$ cat src/rtl/rhpb_pkg.sv
// shared types, constants and helper functions of the colour sensor post-processing block
`timescale 1ns / 1ps

package rhpb_pkg;

  // field widths
  localparam int unsigned CountW  = 16;
  localparam int unsigned PctW    = 7;
  localparam int unsigned HueW    = 9;
  localparam int unsigned HueBcdW = 10;
  localparam int unsigned CntBcdW = 19;

  // internal widths
  localparam int unsigned TotalW = 18;  // sum of three counts
  localparam int unsigned NormW  = 13;  // 1.12 scaled count, up to 4096
  localparam int unsigned PnumW  = 23;  // count * 100 + total / 2
  localparam int unsigned HnumW  = 21;  // magnitude of the hue ratio numerator
  localparam int unsigned QuoW   = 9;   // quotient bits of every divider
  localparam int unsigned DabW   = 36;  // double dabble shift register
  localparam int unsigned PdivW  = PnumW + 3;

  // pipeline shape
  localparam int unsigned DivSteps = QuoW;
  localparam int unsigned Latency  = DivSteps + 5;

  // channel holding the maximum
  localparam logic [1:0] MaxRed   = 2'd0;
  localparam logic [1:0] MaxGreen = 2'd1;
  localparam logic [1:0] MaxBlue  = 2'd2;

  // hue constants
  localparam logic signed [11:0] BaseGreen = 12'sd512;
  localparam logic signed [11:0] BaseBlue  = 12'sd1024;
  localparam logic signed [18:0] DegScale  = 19'sd60;
  localparam logic signed [18:0] FullTurn  = 19'sd92160;

  // one divider stage: percent and hue dividers side by side, plus carried payload
  typedef struct packed {
    logic [PnumW-1:0]   rem_r;
    logic [PnumW-1:0]   rem_g;
    logic [PnumW-1:0]   rem_b;
    logic [TotalW-1:0]  total;
    logic [QuoW-1:0]    quo_r;
    logic [QuoW-1:0]    quo_g;
    logic [QuoW-1:0]    quo_b;
    logic               zero_total;
    logic [HnumW-1:0]   rem_h;
    logic [NormW-1:0]   delta;
    logic [QuoW-1:0]    quo_h;
    logic               neg;
    logic               flat;
    logic [1:0]         which;
    logic [CntBcdW-1:0] bcd_r;
    logic [CntBcdW-1:0] bcd_g;
    logic [CntBcdW-1:0] bcd_b;
  } div_t;

  // count * 4096 / 65535, truncated
  function automatic logic [NormW-1:0] norm12(input logic [CountW-1:0] cnt);
    logic [28:0] x;
    logic [28:0] s;
    x = {1'b0, cnt, 12'b0};
    s = x + (x >> 16) + 29'd1;
    return s[28:16];
  endfunction

  // eight double dabble iterations over five digits
  function automatic logic [DabW-1:0] dabble8(input logic [DabW-1:0] s_in);
    logic [DabW-1:0] s;
    s = s_in;
    for (int i = 0; i < 8; i++) begin
      for (int j = 0; j < 5; j++) begin
        if (s[CountW+4*j +: 4] >= 4'd5) s[CountW+4*j +: 4] = s[CountW+4*j +: 4] + 4'd3;
      end
      s = s << 1;
    end
    return s;
  endfunction

endpackage

$ cat src/rtl/rgb_hue_percent_bcd.sv
// colour sensor post-processing: channel percentages, hue angle and bcd forms
//
// Usage: drive red_count_i, green_count_i and blue_count_i and raise start for one
// cycle; the request is taken at the edge where start is high and busy is low.
// busy stays low, so a new request may be taken at every clock edge.
// Each request gives exactly one result: done_o is high for one cycle and the
// result ports hold the percentages, hue and bcd values until the next result.
// The result appears once the request has passed through every stage of the
// datapath. Throughput: one request per cycle, set by the fully pipelined
// datapath (input scaling, two set-up stages, nine restoring divider stages
// shared by the percent and hue dividers, hue assembly, hue bcd output stage).
// The receiver cannot hold results off; every result is shown once.
// Reset clears all stage valid bits at once; requests in flight are dropped and
// no result appears until a new request is taken.
`timescale 1ns / 1ps

module rgb_hue_percent_bcd (
  input  logic                            clk_i,
  input  logic                            rst_ni,
  input  logic                            start,
  output logic                            busy,
  input  logic [rhpb_pkg::CountW-1:0]     red_count_i,
  input  logic [rhpb_pkg::CountW-1:0]     green_count_i,
  input  logic [rhpb_pkg::CountW-1:0]     blue_count_i,
  output logic                            done_o,
  output logic [rhpb_pkg::PctW-1:0]       red_percent_o,
  output logic [rhpb_pkg::PctW-1:0]       green_percent_o,
  output logic [rhpb_pkg::PctW-1:0]       blue_percent_o,
  output logic [rhpb_pkg::HueW-1:0]       hue_degrees_o,
  output logic [rhpb_pkg::HueBcdW-1:0]    hue_bcd_o,
  output logic [rhpb_pkg::CntBcdW-1:0]    red_bcd_o,
  output logic [rhpb_pkg::CntBcdW-1:0]    green_bcd_o,
  output logic [rhpb_pkg::CntBcdW-1:0]    blue_bcd_o
);

  logic accept;

  // stage 1 registers
  logic                          v1_q;
  logic [rhpb_pkg::CountW-1:0]   r1_q, g1_q, b1_q;
  logic [rhpb_pkg::TotalW-1:0]   tot1_q;
  logic [rhpb_pkg::NormW-1:0]    nr1_q, ng1_q, nb1_q;

  // stage 2 signals and registers
  logic [rhpb_pkg::PnumW-1:0]    pr2_d, pg2_d, pb2_d;
  logic [rhpb_pkg::NormW-1:0]    cmin, cmax, dlt2_d;
  logic [1:0]                    wh2_d;
  logic signed [13:0]            d2_d;
  logic                          v2_q;
  logic [rhpb_pkg::PnumW-1:0]    pr2_q, pg2_q, pb2_q;
  logic [rhpb_pkg::TotalW-1:0]   tot2_q;
  logic [rhpb_pkg::NormW-1:0]    dlt2_q;
  logic signed [13:0]            d2_q;
  logic [1:0]                    wh2_q;
  logic [rhpb_pkg::DabW-1:0]     dr2_q, dg2_q, db2_q;

  // divider stages
  logic signed [21:0]            hnum;
  logic [rhpb_pkg::DabW-1:0]     dr3, dg3, db3;
  rhpb_pkg::div_t                dv0_d;
  rhpb_pkg::div_t                dv_q [rhpb_pkg::DivSteps+1];
  rhpb_pkg::div_t                dv_d [rhpb_pkg::DivSteps];
  logic                          vv_q [rhpb_pkg::DivSteps+1];

  // hue stage
  rhpb_pkg::div_t                dl;
  logic signed [10:0]            qs;
  logic signed [11:0]            hsum;
  logic signed [18:0]            hdeg;
  logic [rhpb_pkg::HueW-1:0]     hue_d;
  logic                          vh_q;
  logic [rhpb_pkg::PctW-1:0]     prh_q, pgh_q, pbh_q;
  logic [rhpb_pkg::HueW-1:0]     hueh_q;
  logic [rhpb_pkg::CntBcdW-1:0]  brh_q, bgh_q, bbh_q;

  // output stage
  logic [1:0]                    hund;
  logic [6:0]                    hrem;
  logic [14:0]                   tprod;
  logic [3:0]                    tens;
  logic [6:0]                    ones;
  logic                          done_q;
  logic [rhpb_pkg::PctW-1:0]     pro_q, pgo_q, pbo_q;
  logic [rhpb_pkg::HueW-1:0]     hueo_q;
  logic [rhpb_pkg::HueBcdW-1:0]  hbo_q;
  logic [rhpb_pkg::CntBcdW-1:0]  bro_q, bgo_q, bbo_q;

  // request handshake: the pipeline never stalls
  assign busy   = 1'b0;
  assign accept = start && !busy;

  // valid bits
  always_ff @(posedge clk_i or negedge rst_ni) begin
    if (!rst_ni) begin
      v1_q   <= 1'b0;
      v2_q   <= 1'b0;
      vh_q   <= 1'b0;
      done_q <= 1'b0;
      for (int k = 0; k <= rhpb_pkg::DivSteps; k++) vv_q[k] <= 1'b0;
    end else begin
      v1_q     <= accept;
      v2_q     <= v1_q;
      vv_q[0]  <= v2_q;
      for (int k = 0; k < rhpb_pkg::DivSteps; k++) vv_q[k+1] <= vv_q[k];
      vh_q     <= vv_q[rhpb_pkg::DivSteps];
      done_q   <= vh_q;
    end
  end

  // stage 1: total and 1.12 scaling
  always_ff @(posedge clk_i) begin
    if (accept) begin
      r1_q   <= red_count_i;
      g1_q   <= green_count_i;
      b1_q   <= blue_count_i;
      tot1_q <= rhpb_pkg::TotalW'(red_count_i) + rhpb_pkg::TotalW'(green_count_i)
                + rhpb_pkg::TotalW'(blue_count_i);
      nr1_q  <= rhpb_pkg::norm12(red_count_i);
      ng1_q  <= rhpb_pkg::norm12(green_count_i);
      nb1_q  <= rhpb_pkg::norm12(blue_count_i);
    end
  end

  // stage 2: percent numerators
  assign pr2_d = ({7'b0, r1_q} * 23'd100) + {6'b0, tot1_q[17:1]};
  assign pg2_d = ({7'b0, g1_q} * 23'd100) + {6'b0, tot1_q[17:1]};
  assign pb2_d = ({7'b0, b1_q} * 23'd100) + {6'b0, tot1_q[17:1]};

  // stage 2: maximum, minimum and hue difference, red then green win ties
  always_comb begin
    cmin  = nr1_q;
    cmax  = nr1_q;
    wh2_d = rhpb_pkg::MaxRed;
    if (ng1_q < cmin) begin
      cmin = ng1_q;
    end else if (ng1_q > cmax) begin
      cmax  = ng1_q;
      wh2_d = rhpb_pkg::MaxGreen;
    end
    if (nb1_q < cmin) begin
      cmin = nb1_q;
    end else if (nb1_q > cmax) begin
      cmax  = nb1_q;
      wh2_d = rhpb_pkg::MaxBlue;
    end
    dlt2_d = cmax - cmin;
    unique case (wh2_d)
      rhpb_pkg::MaxRed:   d2_d = $signed({1'b0, ng1_q}) - $signed({1'b0, nb1_q});
      rhpb_pkg::MaxGreen: d2_d = $signed({1'b0, nb1_q}) - $signed({1'b0, nr1_q});
      rhpb_pkg::MaxBlue:  d2_d = $signed({1'b0, nr1_q}) - $signed({1'b0, ng1_q});
      default:            d2_d = '0;
    endcase
  end

  always_ff @(posedge clk_i) begin
    if (v1_q) begin
      pr2_q  <= pr2_d;
      pg2_q  <= pg2_d;
      pb2_q  <= pb2_d;
      tot2_q <= tot1_q;
      dlt2_q <= dlt2_d;
      d2_q   <= d2_d;
      wh2_q  <= wh2_d;
      dr2_q  <= rhpb_pkg::dabble8({20'b0, r1_q});
      dg2_q  <= rhpb_pkg::dabble8({20'b0, g1_q});
      db2_q  <= rhpb_pkg::dabble8({20'b0, b1_q});
    end
  end

  // stage 3: signed hue numerator, finish bcd conversion
  assign hnum = $signed({d2_q, 8'b0}) + $signed({10'b0, dlt2_q[12:1]});
  assign dr3  = rhpb_pkg::dabble8(dr2_q);
  assign dg3  = rhpb_pkg::dabble8(dg2_q);
  assign db3  = rhpb_pkg::dabble8(db2_q);

  always_comb begin
    dv0_d            = '0;
    dv0_d.rem_r      = pr2_q;
    dv0_d.rem_g      = pg2_q;
    dv0_d.rem_b      = pb2_q;
    dv0_d.total      = tot2_q;
    dv0_d.zero_total = (tot2_q == '0);
    dv0_d.neg        = hnum[21];
    dv0_d.rem_h      = hnum[21] ? rhpb_pkg::HnumW'(-hnum) : hnum[20:0];
    dv0_d.delta      = dlt2_q;
    dv0_d.flat       = (dlt2_q == '0);
    dv0_d.which      = wh2_q;
    dv0_d.bcd_r      = dr3[34:16];
    dv0_d.bcd_g      = dg3[34:16];
    dv0_d.bcd_b      = db3[34:16];
  end

  // restoring divider steps, most significant quotient bit first
  always_comb begin
    logic [rhpb_pkg::PdivW-1:0] dp;
    logic [rhpb_pkg::HnumW-1:0] dh;
    for (int k = 0; k < rhpb_pkg::DivSteps; k++) begin
      dv_d[k] = dv_q[k];
      dp = rhpb_pkg::PdivW'(dv_q[k].total) << (rhpb_pkg::DivSteps - 1 - k);
      dh = rhpb_pkg::HnumW'(dv_q[k].delta) << (rhpb_pkg::DivSteps - 1 - k);
      if (rhpb_pkg::PdivW'(dv_q[k].rem_r) >= dp) begin
        dv_d[k].rem_r = dv_q[k].rem_r - dp[rhpb_pkg::PnumW-1:0];
        dv_d[k].quo_r = {dv_q[k].quo_r[rhpb_pkg::QuoW-2:0], 1'b1};
      end else begin
        dv_d[k].quo_r = {dv_q[k].quo_r[rhpb_pkg::QuoW-2:0], 1'b0};
      end
      if (rhpb_pkg::PdivW'(dv_q[k].rem_g) >= dp) begin
        dv_d[k].rem_g = dv_q[k].rem_g - dp[rhpb_pkg::PnumW-1:0];
        dv_d[k].quo_g = {dv_q[k].quo_g[rhpb_pkg::QuoW-2:0], 1'b1};
      end else begin
        dv_d[k].quo_g = {dv_q[k].quo_g[rhpb_pkg::QuoW-2:0], 1'b0};
      end
      if (rhpb_pkg::PdivW'(dv_q[k].rem_b) >= dp) begin
        dv_d[k].rem_b = dv_q[k].rem_b - dp[rhpb_pkg::PnumW-1:0];
        dv_d[k].quo_b = {dv_q[k].quo_b[rhpb_pkg::QuoW-2:0], 1'b1};
      end else begin
        dv_d[k].quo_b = {dv_q[k].quo_b[rhpb_pkg::QuoW-2:0], 1'b0};
      end
      if (dv_q[k].rem_h >= dh) begin
        dv_d[k].rem_h = dv_q[k].rem_h - dh;
        dv_d[k].quo_h = {dv_q[k].quo_h[rhpb_pkg::QuoW-2:0], 1'b1};
      end else begin
        dv_d[k].quo_h = {dv_q[k].quo_h[rhpb_pkg::QuoW-2:0], 1'b0};
      end
    end
  end

  always_ff @(posedge clk_i) begin
    if (v2_q) dv_q[0] <= dv0_d;
    for (int k = 0; k < rhpb_pkg::DivSteps; k++) begin
      if (vv_q[k]) dv_q[k+1] <= dv_d[k];
    end
  end

  // hue assembly: 60 * (base + ratio), wrapped when negative, whole degrees
  assign dl = dv_q[rhpb_pkg::DivSteps];
  always_comb begin
    qs = dl.neg ? -$signed({2'b0, dl.quo_h}) : $signed({2'b0, dl.quo_h});
    unique case (dl.which)
      rhpb_pkg::MaxGreen: hsum = rhpb_pkg::BaseGreen + 12'(qs);
      rhpb_pkg::MaxBlue:  hsum = rhpb_pkg::BaseBlue + 12'(qs);
      default:            hsum = 12'(qs);
    endcase
    hdeg = 19'(hsum) * rhpb_pkg::DegScale;
    if (hdeg < 0) hdeg = hdeg + rhpb_pkg::FullTurn;
    hue_d = dl.flat ? '0 : hdeg[16:8];
  end

  always_ff @(posedge clk_i) begin
    if (vv_q[rhpb_pkg::DivSteps]) begin
      prh_q  <= dl.zero_total ? '0 : dl.quo_r[rhpb_pkg::PctW-1:0];
      pgh_q  <= dl.zero_total ? '0 : dl.quo_g[rhpb_pkg::PctW-1:0];
      pbh_q  <= dl.zero_total ? '0 : dl.quo_b[rhpb_pkg::PctW-1:0];
      hueh_q <= hue_d;
      brh_q  <= dl.bcd_r;
      bgh_q  <= dl.bcd_g;
      bbh_q  <= dl.bcd_b;
    end
  end

  // hue bcd: hundreds by compare, tens by reciprocal multiply
  always_comb begin
    priority if (hueh_q >= 9'd300) begin
      hund = 2'd3;
      hrem = 7'(hueh_q - 9'd300);
    end else if (hueh_q >= 9'd200) begin
      hund = 2'd2;
      hrem = 7'(hueh_q - 9'd200);
    end else if (hueh_q >= 9'd100) begin
      hund = 2'd1;
      hrem = 7'(hueh_q - 9'd100);
    end else begin
      hund = 2'd0;
      hrem = hueh_q[6:0];
    end
    tprod = {8'b0, hrem} * 15'd205;
    tens  = tprod[14:11];
    ones  = hrem - ({3'b0, tens} * 7'd10);
  end

  // output register
  always_ff @(posedge clk_i) begin
    if (vh_q) begin
      pro_q  <= prh_q;
      pgo_q  <= pgh_q;
      pbo_q  <= pbh_q;
      hueo_q <= hueh_q;
      hbo_q  <= {hund, tens, ones[3:0]};
      bro_q  <= brh_q;
      bgo_q  <= bgh_q;
      bbo_q  <= bbh_q;
    end
  end

  assign done_o          = done_q;
  assign red_percent_o   = pro_q;
  assign green_percent_o = pgo_q;
  assign blue_percent_o  = pbo_q;
  assign hue_degrees_o   = hueo_q;
  assign hue_bcd_o       = hbo_q;
  assign red_bcd_o       = bro_q;
  assign green_bcd_o     = bgo_q;
  assign blue_bcd_o      = bbo_q;

endmodule

$ cat config.mk
export PLATFORM = sky130hd
export DESIGN_NAME = rgb_hue_percent_bcd
export DESIGN_NICKNAME = d
export VERILOG_FILES = /design/src/rtl/rhpb_pkg.sv /design/src/rtl/rgb_hue_percent_bcd.sv
export SDC_FILE = /design/constraint.sdc
export NUM_CORES = 2
export LEC_CHECK = 0
export BUFFER_PORTS_ARGS = -buffer_cell sky130_fd_sc_hd__buf_2
export CAP_MARGIN = 10
export CORE_UTILIZATION = 55
export DETAILED_ROUTE_END_ITERATION = 10
export MAX_ROUTING_LAYER = met4
export PLACE_DENSITY = 0.71
export SKIP_CTS_REPAIR_TIMING = 1
export SLEW_MARGIN = 20
export SYNTH_ARGS = -nofsm -noshare
export SYNTH_HDL_FRONTEND = slang
export SYNTH_SLANG_ARGS = --single-unit
$ cat constraint.sdc
create_clock -name clk_i -period 23.3 [get_ports clk_i]
set_clock_uncertainty 0.15 [all_clocks]
set_input_delay 6.99 -clock clk_i [delete_from_list [all_inputs] [get_ports clk_i]]
set_output_delay 6.99 -clock clk_i [all_outputs]
set_load 0.1 [all_outputs]
==> summary.txt <==
CP required = 23.79 ns
Die area = 231000 um2
Hold Crit Class = flop to flop
TritonRoute pass-1 iters = 6
Initial Util = 0.554
Synth Cell Area = 126000 um2
H-tree depth = 4
R2R depth = 41
Netlist cell types = 124
Worst-path cell chain = buf_2 > inv_1 > fa_1 > inv_1 > ha_1 > inv_1 > fa_1 > nor2b_1 > o21ai_0 > a21boi_0 > o21ai_0 > a21boi_0 > o21ai_0 > a21boi_0 > o21ai_0 > a21boi_0 > o21ai_0 > a21boi_0 > o21ai_0 > nand2b_1 > xor2_1
Worst Setup SP = red_count_i[0]
Synth Instances = 10700
Post-synthesis to final-layout area growth = 9.80%
Final WL = 294000 um
Most Crowded Layer GR = met2
M1 GR Usage = 0.323
FF+latch area = 67400 um2
Yosys reg bits = 2244
CTS tree = done
Fin util = 0.608
Post-detailed-route count of antenna-violating nets = 0
DIE HEIGHT = 480 um
Horiz. Die Dim = 480 um
Max Clk Rate = 0.0973 GHz
Worst slew pin tran = 1.24 ns
Cell count of the worst hold path = 0
PortBufs = 148
Initial antenna violation count = 8
Status = finished clean
Max Cap Violations = 0
Crit Path Category = primary input to flop
Clk slew on worst S/H paths = 0.07 ns
Hold_sp = pr2_q[18]$_DFFE_PP_
Ys flop type = edfxtp_1
Arr. time, crit path = 10.77 ns
Ratio of cells with drive above 1 in the final layout = 0.0910
Worst slew margin = 0.167
Wire per inst = 20.7 um
Fillers = 17700
Sink Count = 2244
Synth warn = 0
CP Launch Type = primary input
Post-synth EDFFs = 2230
Initial DRC Count = 5633
GR Layer Usage met3 = 0.0279
Fin nets = 12200
Global-route wire length before repair = 453000 um
Area of the multi-input gates = 53800 um2
Latest clock arrival within the worst-skew pair = 0.90 ns
Num CTS Buffers = 222
Vias after detailed routing = 82100
WHS Endpoint = dv_q[0][214]$_DFFE_PP_
Total nets after synthesis = 12000
Worst r2r src = nr1_q[0]$_DFFE_PP_
Cell mode on critical path = o21ai_0
Commonest non-fill, non-tap cells in the layout = 2230 x edfxtp_1, 1122 x inv_1, 1055 x ha_1
Drt via density = 5.77
Critical path's slowest cell = fa_1
Met2 usage = 0.442
Synth async-reset ratio = 0.00624
Clock Path Buffers = 3
Max stage delay on crit path = 0.43 ns
R2r endpoint = dlt2_q[12]$_DFFE_PP_
Vias in the first global route = 81500
Leading cell type in the layout, fill and taps excluded = edfxtp_1
Reg-to-reg setup timing slack = 13.93 ns
DRC = 0
Final GP Congestion = 0.972
RSZ-0062 raised after global routing = no
# IOs = 150
Final hold vios = 0
Post-synthesis sequential area ratio = 0.535
Final Max Tran Viols = 0
Core area = 227000 um2
CTS root buf = clkbuf_16
Setup TNS = 0 ns
Final HPWL DP = 230000 um
Crit Path Max Fanout = 3
Total grt overflow = 0
Rows = 175
Largest net degree at the start of global routing = 80
Setup Viol. Count Final = 0
GRT Total Usage = 0.261
Final period util = 0.441
Crit. End Element = flop
Mean Syn Cell Area = 11.7 um2
Final min period = 10.28 ns
==> kinds of logic (layout without fill, tap and decap cells) <==
group	after synthesis	in the layout	synth area share
other	1	3	0.0000298
xor gates and xnor gates	562	562	0.0398
and+or+nand+nor	2499	2499	0.0977
AOI/OAI and AO/OA	2538	2538	0.128
DFF	2244	2244	0.535
muxes	426	426	0.0369
adders and majority gates	1176	1176	0.124
buffers and inverters	1297	1772	0.0390
==> worst max path at each step <==
stage                           endpoint  slack (ns)
floorplan           tot1_q[15]$_DFFE_PP_       12.88
global placement    tot1_q[15]$_DFFE_PP_       12.11
detailed placement  tot1_q[15]$_DFFE_PP_       12.15
CTS                 tot1_q[15]$_DFFE_PP_       13.13
global route        tot1_q[15]$_DFFE_PP_       12.54
finish              tot1_q[15]$_DFFE_PP_       13.02
==> flip-flops by register name, indices dropped and copies added, names as in the netlist, 10 cells and up <==
name	cells
green_bcd_o	19
tot2_q	16
bgh_q	19
brh_q	19
vv_q	10
red_bcd_o	19
db2_q	18
nr1_q	13
ng1_q	13
g1_q	16
dg2_q	18
tot1_q	18
blue_bcd_o	19
dv_q	1778
nb1_q	13
r1_q	16
dlt2_q	13
pg2_q	21
dr2_q	18
b1_q	16
d2_q	14
pr2_q	23
pb2_q	21
bbh_q	19
==> cell usage after synthesis (14+ instances only) <==
cell type | n | area share
a21oi_1 | 721 | 0.029
buf_2 | 14 | 0.00056
a22oi_1 | 22 | 0.0013
or2_2 | 22 | 0.0011
o221ai_1 | 19 | 0.0013
nor3b_1 | 20 | 0.0012
mux2i_1 | 121 | 0.0096
nor4_1 | 82 | 0.0041
a31o_2 | 14 | 0.00097
xnor2_1 | 388 | 0.027
nor3_1 | 140 | 0.0056
o21ai_1 | 28 | 0.0011
nand3b_1 | 23 | 0.0014
or4_1 | 18 | 0.0011
and3_1 | 52 | 0.0026
nand3_1 | 168 | 0.0067
nand2b_1 | 194 | 0.0096
clkbuf_1 | 130 | 0.0039
a21o_1 | 214 | 0.013
a31oi_1 | 61 | 0.0030
xor2_1 | 167 | 0.012
o31a_1 | 18 | 0.0013
o21bai_1 | 44 | 0.0026
nand4_1 | 113 | 0.0056
or3_1 | 45 | 0.0022
nor2b_1 | 205 | 0.010
edfxtp_1 | 2230 | 0.53
a211oi_1 | 58 | 0.0035
dfrtp_1 | 14 | 0.0028
ha_1 | 1055 | 0.10
o31ai_1 | 65 | 0.0039
a221oi_1 | 43 | 0.0030
nor2_1 | 752 | 0.022
o22ai_1 | 50 | 0.0025
fa_1 | 117 | 0.019
mux2_2 | 304 | 0.027
and2_1 | 33 | 0.0016
o211ai_1 | 43 | 0.0026
o21a_1 | 104 | 0.0062
nand2_1 | 547 | 0.016
o21ai_0 | 625 | 0.025
inv_1 | 1122 | 0.033
a211o_1 | 20 | 0.0014
a21boi_0 | 183 | 0.011
==> through the flow <==
step | hold slack, ns | area (um2) | setup WS [ns] | std cells
2_1_floorplan | 0.250 | 126000 | 12.88 | 10700
3_3_place_gp | 0.250 | 130000 | 12.11 | 13800
3_5_place_dp | 0.255 | 130000 | 12.15 | 13800
4_1_cts | 0.232 | 138000 | 13.13 | 14200
5_1_grt | 0.237 | 138000 | 12.54 | 14200
6_report | 0.231 | 138000 | 13.02 | 14200
==> worst max-delay path: cells and delay by family <==
| kind | cells | cell delay, ns |
|---|---|---|
| AND/OR/NAND/NOR | 2 | 0.24 |
| buffers and inverters | 4 | 0.29 |
| AO/OA/AOI/OAI | 11 | 2.14 |
| XOR/XNOR | 1 | 0.07 |
| adder cells (fa/ha/maj) | 3 | 1.01 |
==> per-layer routing <==
layer / wire (um) / up-vias
li1: - / 40100
met1: 126000 / 39500
met2: 144000 / 1968
met3: 11800 / 529
met4: 12000 / 0
met5: 0 / -
==> layout make-up <==
type / count / share of cell area
Antenna cell: 2 / 0.0000362
Clock buffer: 257 / 0.0416
Clock inverter: 163 / 0.0149
Inverter: 1133 / 0.0308
Multi-Input combinational cell: 7202 / 0.389
Sequential cell: 2244 / 0.487
Tap cell: 3009 / 0.0272
Timing Repair Buffer: 219 / 0.00931
Power is left out: the tool's default activity adds up to more than one toggle a clock period on the data nets, which glitch-free logic cannot reach.
